--- config.mk ---
export PLATFORM = sky130hd
export DESIGN_NAME = lbpd_queue
export DESIGN_NICKNAME = d
export VERILOG_FILES = /design/src/rtl/lbpd_pkg.sv /design/src/rtl/lbpd_queue.sv
export SDC_FILE = /design/constraint.sdc
export NUM_CORES = 1
export LEC_CHECK = 0
export ABC_AREA = 1
export BUFFER_PORTS_ARGS = -buffer_cell sky130_fd_sc_hd__buf_2
export CORE_MARGIN = 5
export CORE_UTILIZATION = 55
export DETAILED_ROUTE_END_ITERATION = 6
export PLACE_DENSITY = 0.86
export SETUP_SLACK_MARGIN = 0.4
export SLEW_MARGIN = 20
export SYNTH_ARGS = -nofsm -noshare
export SYNTH_HDL_FRONTEND = slang
export SYNTH_SLANG_ARGS = --single-unit
export TNS_END_PERCENT = 10
--- constraint.sdc ---
create_clock -name clk -period 5.74 [get_ports clk]
set_input_delay 0.287 -clock clk [delete_from_list [all_inputs] [get_ports clk]]
set_output_delay 0.287 -clock clk [all_outputs]
set_load 0.01 [all_outputs]
--- src/rtl/lbpd_pkg.sv ---
// ---------------------------------------------------------------------------
// lbpd_pkg
// Shared widths, limits, neighbour tables and types of the label boundary
// pair detector.
// ---------------------------------------------------------------------------
package lbpd_pkg;

    localparam int MAX_WIDTH  = 512;
    localparam int MAX_HEIGHT = 512;
    localparam int MAX_DEPTH  = 1024;
    localparam int HIST_SIZE  = MAX_WIDTH * MAX_HEIGHT + MAX_WIDTH + 1;
    localparam int PTR_W      = $clog2(HIST_SIZE + 1);

    localparam int LBL_W = 8;
    localparam int X_W   = 9;
    localparam int Y_W   = 9;
    localparam int Z_W   = 10;
    localparam int W_W   = 10;
    localparam int H_W   = 10;
    localparam int D_W   = 11;

    localparam int CFG_IDX_W  = 2;
    localparam int CFG_DATA_W = 11;

    localparam int NB     = 13;
    localparam int NGROUP = 4;

    localparam int QDEPTH = 4;
    localparam int QPTR_W = $clog2(QDEPTH);
    localparam int QCNT_W = $clog2(QDEPTH + 1);

    typedef enum logic [CFG_IDX_W-1:0] {
        CFG_WIDTH  = 2'd0,
        CFG_HEIGHT = 2'd1,
        CFG_DEPTH  = 2'd2
    } lbpd_cfg_t;

    // neighbour k in z, y, x order: which step along each axis it takes
    localparam logic [NB-1:0] NB_XM = 13'h1249;
    localparam logic [NB-1:0] NB_XP = 13'h0924;
    localparam logic [NB-1:0] NB_YM = 13'h0E07;
    localparam logic [NB-1:0] NB_YP = 13'h01C0;
    localparam logic [NB-1:0] NB_ZM = 13'h01FF;

    typedef struct packed {
        logic [LBL_W-1:0]          label;
        logic [X_W-1:0]            x;
        logic [Y_W-1:0]            y;
        logic [Z_W-1:0]            z;
        logic [NB-1:0][LBL_W-1:0]  nlab;
        logic [NB-1:0]             mask;
    } lbpd_entry_t;

    typedef struct packed {
        logic [LBL_W-1:0] low_label;
        logic [LBL_W-1:0] high_label;
        logic [X_W-1:0]   low_x;
        logic [Y_W-1:0]   low_y;
        logic [Z_W-1:0]   low_z;
        logic [X_W-1:0]   high_x;
        logic [Y_W-1:0]   high_y;
        logic [Z_W-1:0]   high_z;
        logic             last_of_run;
    } lbpd_rec_t;

endpackage

--- src/rtl/lbpd_queue.sv ---
// ---------------------------------------------------------------------------
// lbpd_queue
// Short queue of classified voxels between the front and the back.
// ---------------------------------------------------------------------------
module lbpd_queue
    import lbpd_pkg::*;
(
    input  logic              clk,
    input  logic              rst_n,
    input  logic              q_push,
    input  lbpd_entry_t       q_wdata,
    input  logic              q_pop,
    output lbpd_entry_t       q_head,
    output logic              q_empty,
    output logic [QCNT_W-1:0] q_count
);

    lbpd_entry_t       slot_reg [QDEPTH];
    logic [QPTR_W-1:0] rp_reg;
    logic [QPTR_W-1:0] wp_reg;
    logic [QCNT_W-1:0] cnt_reg;

    assign q_head  = slot_reg[rp_reg];
    assign q_empty = (cnt_reg == '0);
    assign q_count = cnt_reg;

    always_ff @(posedge clk or negedge rst_n)
    begin
        if (!rst_n)
        begin
            rp_reg  <= '0;
            wp_reg  <= '0;
            cnt_reg <= '0;
        end
        else
        begin
            if (q_push)
                wp_reg <= wp_reg + QPTR_W'(1);
            if (q_pop)
                rp_reg <= rp_reg + QPTR_W'(1);
            if (q_push && !q_pop)
                cnt_reg <= cnt_reg + QCNT_W'(1);
            else if (q_pop && !q_push)
                cnt_reg <= cnt_reg - QCNT_W'(1);
        end
    end

    always_ff @(posedge clk)
    begin
        if (q_push)
            slot_reg[wp_reg] <= q_wdata;
    end

endmodule

==> flow_summary.ini <==
[placement]
portBuffers = 313
gp_congestion = 0.829
hpwl_um = 30200
dpl_worst_slack_ns = 2.83

[clock_network]
cts_resized = 0
cts_buffers = 58
cts_tree = done
clock-sinks = 619
cts.htree.levels = 2
clk_path_buf_depth = 3
clkTransAtPathRegs_ns = 0.06
root_buffer = clkbuf_16
clk_latency_ns = 0.59

[pwr]
power_per_cell_area_nw_per_um2 = 500
cellLeakagePower_nw = 11.9
seqPwrFrac_pct = 41.7
combPwrFrac_pct = 33.7
power_switching_mw = 5.32
p_total_mw = 14.9
peakVddDrop_mv = 0.568
swShare_pct = 35.7
intPower_mw = 9.57
clockPowerShare_pct = 24.5

[detailed_routing]
wl_per_cell_um = 19.6
drc = 0
drt-initial-drc-count = 1624
num_vias = 15902
dr.pass1.iters = 5
vias_per_cell = 5.46
ant_nets = 0
routed_wl_um = 57000

[global_routing]
grt_usage_pct = 22.8
first_global_vias = 15944
grtUsageMet2_pct = 38.3
antenna_found_initial = 5
grt_util_met1_pct = 29.2
grtUsageMet3_pct = 6.08
overflow = 0
grt.busiest_layer = met2
grt_max_degree = 235
grt_pass1_wl_um = 88500

[setup_path]
worst_setup_path_start_kind = flip-flop
critPathRequiredTime_ns = 5.45
critical-path-max-stage-delay_ns = 0.81
cp-startpoint = rp_reg[1]$_DFFE_PN0P_
critical_path_class = reg2out
timing.rr.start = wp_reg[0]$_DFFE_PN0P_
cp_data_arrival_time_ns = 3.28
path_max_fanout = 107
crit_chain = inv_6 -> buf_4 -> o211ai_1 -> nand2_1 -> buf_2
cpMaxStageDelayCell = inv_6
critPathCaptureType = output port

[sta]
hold_viol = 0
tns_ns = 0
clock.fmax_mhz = 281
period_share_pct = 62.1
worst_slack_ns = 2.18
rsz0062_at_grt = false
min_period_ns = 3.56
finClkSkew_ns = 0.0136
fin_hold_ws_ns = 0.0841
relSlewSlack_pct = 32.3
setup-violations-final = 0
tightest_slew_ns = 1.02
drv_slew = 0

[final_layout]
mostFrequentLayoutCells = edfxtp_1 (612), nand2_1 (472), inv_1 (313), buf_2 (313), o211ai_1 (306)
fin_nets = 2434
fill_cells = 2766
layout-drive-gt1-share_pct = 17.6
fin_util_pct = 67.5
largest_reg_flops = 612
area_growth_pct = 21.6
layout_commonest_cell = edfxtp_1

[synth]
avgSynthCellArea_um2 = 13.4
synth_seq_cells = 619
syn_nets = 1994
synth_edf_count = 612
synthArstFlopShare_pct = 1.13
ys.flop_type = edfxtp_1
yosysWarningCount = 0
syn_area_um2 = 24500
seq_area_frac_synth_pct = 75.7
synth_cell_types = 19
syn_inst = 1831

[floorplan]
core_um2 = 44100
row_count = 77
die_h_um = 221
dieArea_um2 = 48900
start_util_pct = 55.5
io_pins = 314
die_x_um = 221

[worst_hold_path]
worstHoldPathType = in2async

[status]
status = complete, no violations

[run]
maxCapViolCount = 0
## per-stage QoR
stage / cell area (um2) / cells
finish: 29800 / 2912
global route: 29800 / 2911
CTS: 29800 / 2908
detailed placement: 26400 / 2647
global placement: 26400 / 2647
floorplan: 24500 / 1831
## timing repair
item	CTS	global route
hold buffers	156	0
buffers inserted	0	0
endpoints found under the hold margin	622	0
## synthesized netlist by cell type (3+ instances only)
cell	instances	area (um2)
buf_1	4	15.0
buf_6	5	56.3
ha_1	5	62.6
edfxtp_1	612	18400
clkbuf_1	25	93.8
xor2_1	3	26.3
o211ai_1	306	2300
dfrtp_1	7	175
buf_4	14	105
nand2_1	472	1770
inv_1	317	1190
buf_2	54	270
## metal layers
metal	part of all wire (%)	vias up	wire (um)
met3	9.4	150	5370
met4	3.3	4	1850
met5	0.040	-	23
li1	-	7260	-
met2	50	846	28300
met1	38	7642	21500
## cell type report
cell class,instances,area [um2],share of cell area (%)
antenna,4,10.0,0.0336
clock inverter,35,269,0.903
timing repair buffer,482,3280,11.0
tap,592,741,2.49
clock buffer,70,1520,5.09
multi-input combinational,792,4210,14.1
sequential,619,18600,62.3
inverter,318,1220,4.09
## cells by family (layout without fill, tap and decap cells)
| kind of cell | after synthesis | in the layout | share of synthesized area [%] |
|---|---|---|---|
| flip-flops | 619 | 619 | 75.7 |
| AND/OR/NAND/NOR | 475 | 475 | 7.30 |
| buffers and inverters | 420 | 905 | 7.09 |
| AO/OA/AOI/OAI | 307 | 307 | 9.40 |
| adder cells (fa/ha/maj) | 6 | 6 | 0.337 |
| XOR/XNOR | 4 | 4 | 0.143 |
| other | 0 | 4 | 0 |
## path summary, 6_finish.rpt
kind                                               to  slack, ns  cells after the start
setup / recovery                           q_head[44]       2.18                      5
hold / removal                  wp_reg[1]$_DFFE_PN0P_       0.08                      2
setup reg to reg           slot_reg[0][134]$_DFFE_PP_       3.28                      5
hold reg to reg                 wp_reg[0]$_DFFE_PN0P_       0.54                      1
max in group asynchronous       rp_reg[0]$_DFFE_PN0P_       5.47                      2
min in group clk           slot_reg[2][135]$_DFFE_PP_       0.45                      2
## power groups by stage
| stage | Clock (mW) | Combinational (mW) | Sequential, mW |
|---|---|---|---|
| after floorplan | 0 | 3.21 | 6.27 |
| after global placement | 0 | 4.74 | 6.25 |
| after detailed placement | 0 | 4.85 | 6.29 |
| after CTS | 3.67 | 4.97 | 6.20 |
| after global routing | 3.92 | 5.49 | 6.28 |
| final | 3.65 | 5.03 | 6.22 |
## worst max-delay path: cells and delay by family (launching register included)
family | cells | cell delay, ns
AND/OR/NAND/NOR | 1 | 0.12
buffers and inverters | 3 | 1.52
flip-flops | 1 | 0.73
AO/OA/AOI/OAI | 1 | 0.25
No activity file was read; power rests on OpenSTA's default activity.
