===== src/rtl/lbpd_pkg.sv =====
// ---------------------------------------------------------------------------
// lbpd_pkg
// Shared widths, limits, neighbour tables and types of the label boundary
// pair detector.
// ---------------------------------------------------------------------------
package lbpd_pkg;

    localparam int MAX_WIDTH  = 512;
    localparam int MAX_HEIGHT = 512;
    localparam int MAX_DEPTH  = 1024;
    localparam int HIST_SIZE  = MAX_WIDTH * MAX_HEIGHT + MAX_WIDTH + 1;
    localparam int PTR_W      = $clog2(HIST_SIZE + 1);

    localparam int LBL_W = 8;
    localparam int X_W   = 9;
    localparam int Y_W   = 9;
    localparam int Z_W   = 10;
    localparam int W_W   = 10;
    localparam int H_W   = 10;
    localparam int D_W   = 11;

    localparam int CFG_IDX_W  = 2;
    localparam int CFG_DATA_W = 11;

    localparam int NB     = 13;
    localparam int NGROUP = 4;

    localparam int QDEPTH = 4;
    localparam int QPTR_W = $clog2(QDEPTH);
    localparam int QCNT_W = $clog2(QDEPTH + 1);

    typedef enum logic [CFG_IDX_W-1:0] {
        CFG_WIDTH  = 2'd0,
        CFG_HEIGHT = 2'd1,
        CFG_DEPTH  = 2'd2
    } lbpd_cfg_t;

    // neighbour k in z, y, x order: which step along each axis it takes
    localparam logic [NB-1:0] NB_XM = 13'h1249;
    localparam logic [NB-1:0] NB_XP = 13'h0924;
    localparam logic [NB-1:0] NB_YM = 13'h0E07;
    localparam logic [NB-1:0] NB_YP = 13'h01C0;
    localparam logic [NB-1:0] NB_ZM = 13'h01FF;

    typedef struct packed {
        logic [LBL_W-1:0]          label;
        logic [X_W-1:0]            x;
        logic [Y_W-1:0]            y;
        logic [Z_W-1:0]            z;
        logic [NB-1:0][LBL_W-1:0]  nlab;
        logic [NB-1:0]             mask;
    } lbpd_entry_t;

    typedef struct packed {
        logic [LBL_W-1:0] low_label;
        logic [LBL_W-1:0] high_label;
        logic [X_W-1:0]   low_x;
        logic [Y_W-1:0]   low_y;
        logic [Z_W-1:0]   low_z;
        logic [X_W-1:0]   high_x;
        logic [Y_W-1:0]   high_y;
        logic [Z_W-1:0]   high_z;
        logic             last_of_run;
    } lbpd_rec_t;

endpackage


===== src/rtl/lbpd_back.sv =====
// ---------------------------------------------------------------------------
// lbpd_back
// Walks the differing neighbours of the head voxel in order and issues one
// pair record per cycle into the result register while it is empty or popped.
// ---------------------------------------------------------------------------
module lbpd_back
    import lbpd_pkg::*;
(
    input  logic        clk,
    input  logic        rst_n,
    input  logic        q_empty,
    input  lbpd_entry_t q_head,
    output logic        q_pop,
    input  logic        pop,
    output logic        empty,
    output lbpd_rec_t   rec
);

    logic [NB-1:0] used_reg;
    logic          out_valid_reg;
    lbpd_rec_t     rec_reg;

    logic [NB-1:0]    rem;
    logic [NB-1:0]    sel;
    logic             last;
    logic             load;
    logic [LBL_W-1:0] nl;
    logic [X_W-1:0]   nx;
    logic [Y_W-1:0]   ny;
    logic [Z_W-1:0]   nz;
    lbpd_rec_t        rec_next;

    assign rem  = q_head.mask & ~used_reg;
    assign sel  = rem & (~rem + NB'(1));
    assign last = ((rem & ~sel) == '0);
    assign load = !q_empty && (!out_valid_reg || pop);

    always_comb
    begin
        nl = '0;
        nx = '0;
        ny = '0;
        nz = '0;
        for (int k = 0; k < NB; k++)
        begin
            if (sel[k])
            begin
                nl = nl | q_head.nlab[k];
                nx = nx | (q_head.x + (NB_XM[k] ? {X_W{1'b1}} : X_W'(NB_XP[k])));
                ny = ny | (q_head.y + (NB_YM[k] ? {Y_W{1'b1}} : Y_W'(NB_YP[k])));
                nz = nz | (q_head.z + (NB_ZM[k] ? {Z_W{1'b1}} : '0));
            end
        end
    end

    always_comb
    begin
        rec_next.last_of_run = last;
        if (q_head.label < nl)
        begin
            rec_next.low_label  = q_head.label;
            rec_next.low_x      = q_head.x;
            rec_next.low_y      = q_head.y;
            rec_next.low_z      = q_head.z;
            rec_next.high_label = nl;
            rec_next.high_x     = nx;
            rec_next.high_y     = ny;
            rec_next.high_z     = nz;
        end
        else
        begin
            rec_next.low_label  = nl;
            rec_next.low_x      = nx;
            rec_next.low_y      = ny;
            rec_next.low_z      = nz;
            rec_next.high_label = q_head.label;
            rec_next.high_x     = q_head.x;
            rec_next.high_y     = q_head.y;
            rec_next.high_z     = q_head.z;
        end
    end

    always_ff @(posedge clk or negedge rst_n)
    begin
        if (!rst_n)
        begin
            used_reg      <= '0;
            out_valid_reg <= 1'b0;
        end
        else
        begin
            if (load)
            begin
                out_valid_reg <= 1'b1;
                if (last)
                    used_reg <= '0;
                else
                    used_reg <= used_reg | sel;
            end
            else if (pop)
            begin
                out_valid_reg <= 1'b0;
            end
        end
    end

    always_ff @(posedge clk)
    begin
        if (load)
            rec_reg <= rec_next;
    end

    assign q_pop = load && last;
    assign empty = !out_valid_reg;
    assign rec   = rec_reg;

endmodule

===== config.mk =====
export PLATFORM = sky130hd
export DESIGN_NAME = lbpd_back
export DESIGN_NICKNAME = d
export VERILOG_FILES = /design/src/rtl/lbpd_pkg.sv /design/src/rtl/lbpd_back.sv
export SDC_FILE = /design/constraint.sdc
export NUM_CORES = 1
export LEC_CHECK = 0
export BUFFER_PORTS_ARGS = -buffer_cell sky130_fd_sc_hd__buf_4
export CAP_MARGIN = 25
export CORE_ASPECT_RATIO = 1.25
export CORE_MARGIN = 2
export CORE_UTILIZATION = 50
export CTS_CLUSTER_DIAMETER = 120
export CTS_CLUSTER_SIZE = 16
export DETAILED_ROUTE_END_ITERATION = 16
export PLACE_DENSITY_LB_ADDON = 0.25
export SYNTH_ARGS = -nofsm -noshare
export SYNTH_HDL_FRONTEND = slang
export SYNTH_SLANG_ARGS = --single-unit

===== constraint.sdc =====
create_clock -name clk -period 7.4 [get_ports clk]
set_input_delay 1.11 -clock clk [delete_from_list [all_inputs] [get_ports clk]]
set_output_delay 1.11 -clock clk [all_outputs]
set_load 0.03 [all_outputs]

==> flow_summary.html <==
<table>
<tr><th>Metric</th><th>Value</th></tr>
<tr><th colspan="2">Outcome</th></tr>
<tr><td>Outcome</td><td>completed</td></tr>
<tr><th colspan="2">Min path</th></tr>
<tr><td>Hold path start</td><td>used_reg[10]$_DFFE_PN0P_</td></tr>
<tr><td>Worst Hold Path Cells</td><td>2</td></tr>
<tr><td>Terminating pin of the worst hold path</td><td>used_reg[10]$_DFFE_PN0P_</td></tr>
<tr><td>Worst hold path type</td><td>flip-flop to flip-flop</td></tr>
<tr><th colspan="2">STA</th></tr>
<tr><td>Final critical-path share of the clock period</td><td>82.5%</td></tr>
<tr><td>Hold slack</td><td>0.524 ns</td></tr>
<tr><td>Final-layout setup total negative slack</td><td>0 ns</td></tr>
<tr><td>Max-Slew Margin vs Limit</td><td>28.3%</td></tr>
<tr><td>Final-report max-slew violation count</td><td>0</td></tr>
<tr><td>Crit path setup slack, layout</td><td>1.29 ns</td></tr>
<tr><td>Max Clock Skew</td><td>0.00779 ns</td></tr>
<tr><td>Worst slew pin tran</td><td>1.07 ns</td></tr>
<tr><td>Hold violation total from the final report</td><td>0</td></tr>
<tr><td>Setup Viol. Count Final</td><td>0</td></tr>
<tr><td>Achievable frequency</td><td>164 MHz</td></tr>
<tr><td>Minimum clock period after layout</td><td>6.11 ns</td></tr>
<tr><td>RSZ-0062 raised after global routing</td><td>false</td></tr>
<tr><th colspan="2">Die</th></tr>
<tr><td>Die Width</td><td>100 um</td></tr>
<tr><td>Initial Utilization</td><td>51.5%</td></tr>
<tr><td>Number of placement rows</td><td>43</td></tr>
<tr><td>Overall die area</td><td>12400 um2</td></tr>
<tr><td>IO Pins</td><td>232</td></tr>
<tr><td>DIE HEIGHT</td><td>124 um</td></tr>
<tr><td>Floorplan core area</td><td>11200 um2</td></tr>
<tr><th colspan="2">Critical path</th></tr>
<tr><td>Cells along the critical path</td><td>buf_4 &gt; nand2b_1 &gt; nand4_1 &gt; nor4_2 &gt; a22oi_1 &gt; nand2_1 &gt; nor2_1 &gt; ha_1 &gt; o21a_1 &gt; o21ai_0 &gt; a21oi_1 &gt; or4b_4 &gt; o31ai_4 &gt; buf_4 &gt; mux2_2</td></tr>
<tr><td>Source of the worst register-to-register timing path</td><td>used_reg[0]$_DFFE_PN0P_</td></tr>
<tr><td>R2r worst-path depth</td><td>14</td></tr>
<tr><td>Type of destination of the critical path</td><td>flip-flop</td></tr>
<tr><td>Biggest cell delay along the critical path</td><td>0.92 ns</td></tr>
<tr><td>Family with the most delay on the worst path</td><td>simple AND/OR/NAND/NOR gates</td></tr>
<tr><td>Register-to-register setup slack</td><td>1.75 ns</td></tr>
<tr><td>Peak fanout along the critical path</td><td>39</td></tr>
<tr><td>Class of the most critical setup path</td><td>input pin to flip-flop</td></tr>
<tr><td>Count of buffer and inverter cells on the critical path</td><td>2</td></tr>
<tr><td>Critical path depth in cells</td><td>15</td></tr>
<tr><td>Cell seen most often among critical-path stages</td><td>sky130_fd_sc_hd__buf_4</td></tr>
<tr><td>Crit path required time</td><td>7.50 ns</td></tr>
<tr><td>Critical Path AT</td><td>6.20 ns</td></tr>
<tr><td>Slowest library cell on the worst path</td><td>sky130_fd_sc_hd__nor4_2</td></tr>
<tr><td>Terminus of the critical flop-to-flop path</td><td>rec[52]$_DFFE_PP_</td></tr>
<tr><td>Kind of launch point of the worst setup path</td><td>input pin</td></tr>
<tr><th colspan="2">Final layout</th></tr>
<tr><td>Post-route cell area</td><td>7880 um2</td></tr>
<tr><td>Share of final-layout standard cells stronger than drive strength 1</td><td>35.8%</td></tr>
<tr><td>Most common cell after layout, fill and taps aside</td><td>sky130_fd_sc_hd__buf_4</td></tr>
<tr><td>Count of antenna diodes in the layout</td><td>0</td></tr>
<tr><td>Number of nets in the final layout</td><td>985</td></tr>
<tr><td>Flip-flop count of the largest register, all copies and words added</td><td>73</td></tr>
<tr><td>Commonest cells after routing, fill and taps aside</td><td>sky130_fd_sc_hd__buf_4, sky130_fd_sc_hd__edfxtp_1, sky130_fd_sc_hd__nand2_1</td></tr>
<tr><td>Area growth syn-to-layout</td><td>36.8%</td></tr>
<tr><th colspan="2">GRT</th></tr>
<tr><td>Global route overflow</td><td>0</td></tr>
<tr><td>GRT Resource Usage Total</td><td>30.0%</td></tr>
<tr><td>Vias in the first global route</td><td>5857</td></tr>
<tr><td>Number of antenna violations at the first check in global routing</td><td>0</td></tr>
<tr><td>First-pass GRT wire length</td><td>29000 um</td></tr>
<tr><td>Maximum number of pins on one net before global-route repair</td><td>49</td></tr>
<tr><th colspan="2">Placement</th></tr>
<tr><td>Instance area at placement</td><td>7580 um2</td></tr>
<tr><td>Detailed placement HPWL</td><td>14400 um</td></tr>
<tr><td>Dpl ws</td><td>0.895 ns</td></tr>
<tr><td>Total of buffers placed on input and output ports</td><td>231</td></tr>
<tr><td>Final Wtd Congestion</td><td>0.894</td></tr>
<tr><th colspan="2">Clocking</th></tr>
<tr><td>Count of hold-fix buffers inserted at cts</td><td>0</td></tr>
<tr><td>CTS Sinks</td><td>87</td></tr>
<tr><td>Number of gates given a new drive strength after cts</td><td>0</td></tr>
<tr><td>TritonCTS Buffers</td><td>9</td></tr>
<tr><td>Longest Clk Path Bufs</td><td>2</td></tr>
<tr><td>TritonCTS clock tree</td><td>done</td></tr>
<tr><td>Clock Latency Late Sink</td><td>0.35 ns</td></tr>
<tr><td>H-tree levels</td><td>3</td></tr>
<tr><td>Clk root buf</td><td>sky130_fd_sc_hd__clkbuf_16</td></tr>
<tr><td>Reg clk slew, reported paths</td><td>0.07 ns</td></tr>
<tr><td>Number of buffers added for setup after CTS</td><td>0</td></tr>
<tr><th colspan="2">Job</th></tr>
<tr><td>Reported max-cap violation count</td><td>0</td></tr>
<tr><th colspan="2">Synthesis</th></tr>
<tr><td>Total of flip-flops plus latches after synthesis</td><td>87</td></tr>
<tr><td>Count of flip-flops with a built-in enable after synthesis</td><td>73</td></tr>
<tr><td>Post-synthesis area per instance</td><td>9.69 um2</td></tr>
<tr><td>Netlist Area Pre-Place</td><td>5760 um2</td></tr>
<tr><td>Share of synthesized area occupied by flip-flops and latches</td><td>44.2%</td></tr>
<tr><td>Commonest register cell after synthesis</td><td>sky130_fd_sc_hd__edfxtp_1</td></tr>
<tr><td>Synth Warn #</td><td>0</td></tr>
<tr><td>Net count of the mapped netlist</td><td>763</td></tr>
<tr><td>Number of distinct standard cells referenced by the synthesized netlist</td><td>66</td></tr>
<tr><td>Post-Syn Instances</td><td>594</td></tr>
<tr><td>Async SR Flop Fraction</td><td>16.1%</td></tr>
<tr><th colspan="2">Power</th></tr>
<tr><td>Maximum resistive drop on vdd</td><td>0.266 mV</td></tr>
<tr><td>PwrDens</td><td>430 nW/um2</td></tr>
<tr><td>Leak</td><td>3.33 nW</td></tr>
<tr><td>Post-layout power</td><td>0.00339 W</td></tr>
<tr><th colspan="2">Route</th></tr>
<tr><td>Via count of the routed design</td><td>6002</td></tr>
<tr><td>First-iteration detailed-routing DRC count</td><td>640</td></tr>
<tr><td>Number of optimization iterations in the first detailed-route pass</td><td>6</td></tr>
<tr><td>Per-cell via count in the routed design</td><td>6.28</td></tr>
<tr><td># DRC</td><td>0</td></tr>
<tr><td>Drt wl/cell</td><td>19.8 um</td></tr>
<tr><td>Post-detailed-route count of antenna-violating nets</td><td>0</td></tr>
<tr><td>Final WL</td><td>18900 um</td></tr>
</table>
## synthesized netlist by cell type (6+ instances only)
master                     number  area, um2
sky130_fd_sc_hd__nand4_1       12       75.1
sky130_fd_sc_hd__nand2_1       64        240
sky130_fd_sc_hd__ha_1          12        150
sky130_fd_sc_hd__nor2b_1       11       68.8
sky130_fd_sc_hd__dfrtp_1       14        350
sky130_fd_sc_hd__a222oi_1       7       70.1
sky130_fd_sc_hd__nor3_1        15       75.1
sky130_fd_sc_hd__nor2_1        54        203
sky130_fd_sc_hd__a22o_1         7       61.3
sky130_fd_sc_hd__a221o_1       11        110
sky130_fd_sc_hd__and3_1        14       87.6
sky130_fd_sc_hd__clkbuf_1      15       56.3
sky130_fd_sc_hd__a221oi_1       8       70.1
sky130_fd_sc_hd__mux2_2        10        113
sky130_fd_sc_hd__o21ai_0       50        250
sky130_fd_sc_hd__nand3_1       11       55.1
sky130_fd_sc_hd__a22oi_1       31        233
sky130_fd_sc_hd__nand2b_1      14       87.6
sky130_fd_sc_hd__or4_1          6       45.0
sky130_fd_sc_hd__inv_1         11       41.3
sky130_fd_sc_hd__edfxtp_1      73       2190
sky130_fd_sc_hd__a21boi_0       7       52.6
sky130_fd_sc_hd__buf_2         12       60.1
sky130_fd_sc_hd__or3_1          8       50.1
sky130_fd_sc_hd__a21oi_1       35        175
## power by group
group,switching [W],internal [W]
Combinational,0.00130,0.000764
Clock,0.000197,0.000227
Sequential,0.0000801,0.000825
## how the worst max path moves through the flow
stage / from / end / slack, ns
floorplan: q_head[8] / rec[5]$_DFFE_PP_ / 2.74
global placement: q_head[8] / rec[52]$_DFFE_PP_ / 1.11
detailed placement: q_head[8] / rec[51]$_DFFE_PP_ / 0.89
CTS: q_head[8] / rec[51]$_DFFE_PP_ / 1.23
global route: q_head[0] / rec[51]$_DFFE_PP_ / 0.99
finish: q_head[0] / rec[52]$_DFFE_PP_ / 1.29
## logic make-up after synthesis
group,synth area share [%]
mux,3.52
flops,44.2
buf+inv,3.52
fa+ha+maj,2.96
simple gates,22.1
compound gates,23.8
## tightest hold or removal path, cell delays in order (launching register included)
cell and delay (ns):
sky130_fd_sc_hd__dfrtp_1 0.36, sky130_fd_sc_hd__a21oi_1 0.05, sky130_fd_sc_hd__nor2_1 0.08
## per-layer routing
| metal | vias up | track usage [%] | part of all wire, % |
|---|---|---|---|
| li1 | 2751 | - | - |
| met1 | 2798 | 33.4 | 36 |
| met2 | 385 | 54.7 | 51 |
| met3 | 68 | 6.23 | 8.1 |
| met4 | 0 | 13.9 | 4.3 |
| met5 | - | 0 | 0 |
## final cells by class
class	instances	area [um2]
fill	855	3310
multi-input combinational	465	3040
sequential	87	2540
timing repair buffer	242	1810
clock buffer	9	225
tap	135	169
clock inverter	7	47.5
inverter	11	41.3
## metrics by stage
stage / utilization, % / instances
6_report: 70.4 / 956
5_1_grt: 70.4 / 956
4_1_cts: 70.2 / 953
3_5_place_dp: 67.8 / 937
3_3_place_gp: 67.7 / 936
2_1_floorplan: - / 594
Note: power is estimated with default switching activity, not from simulation.
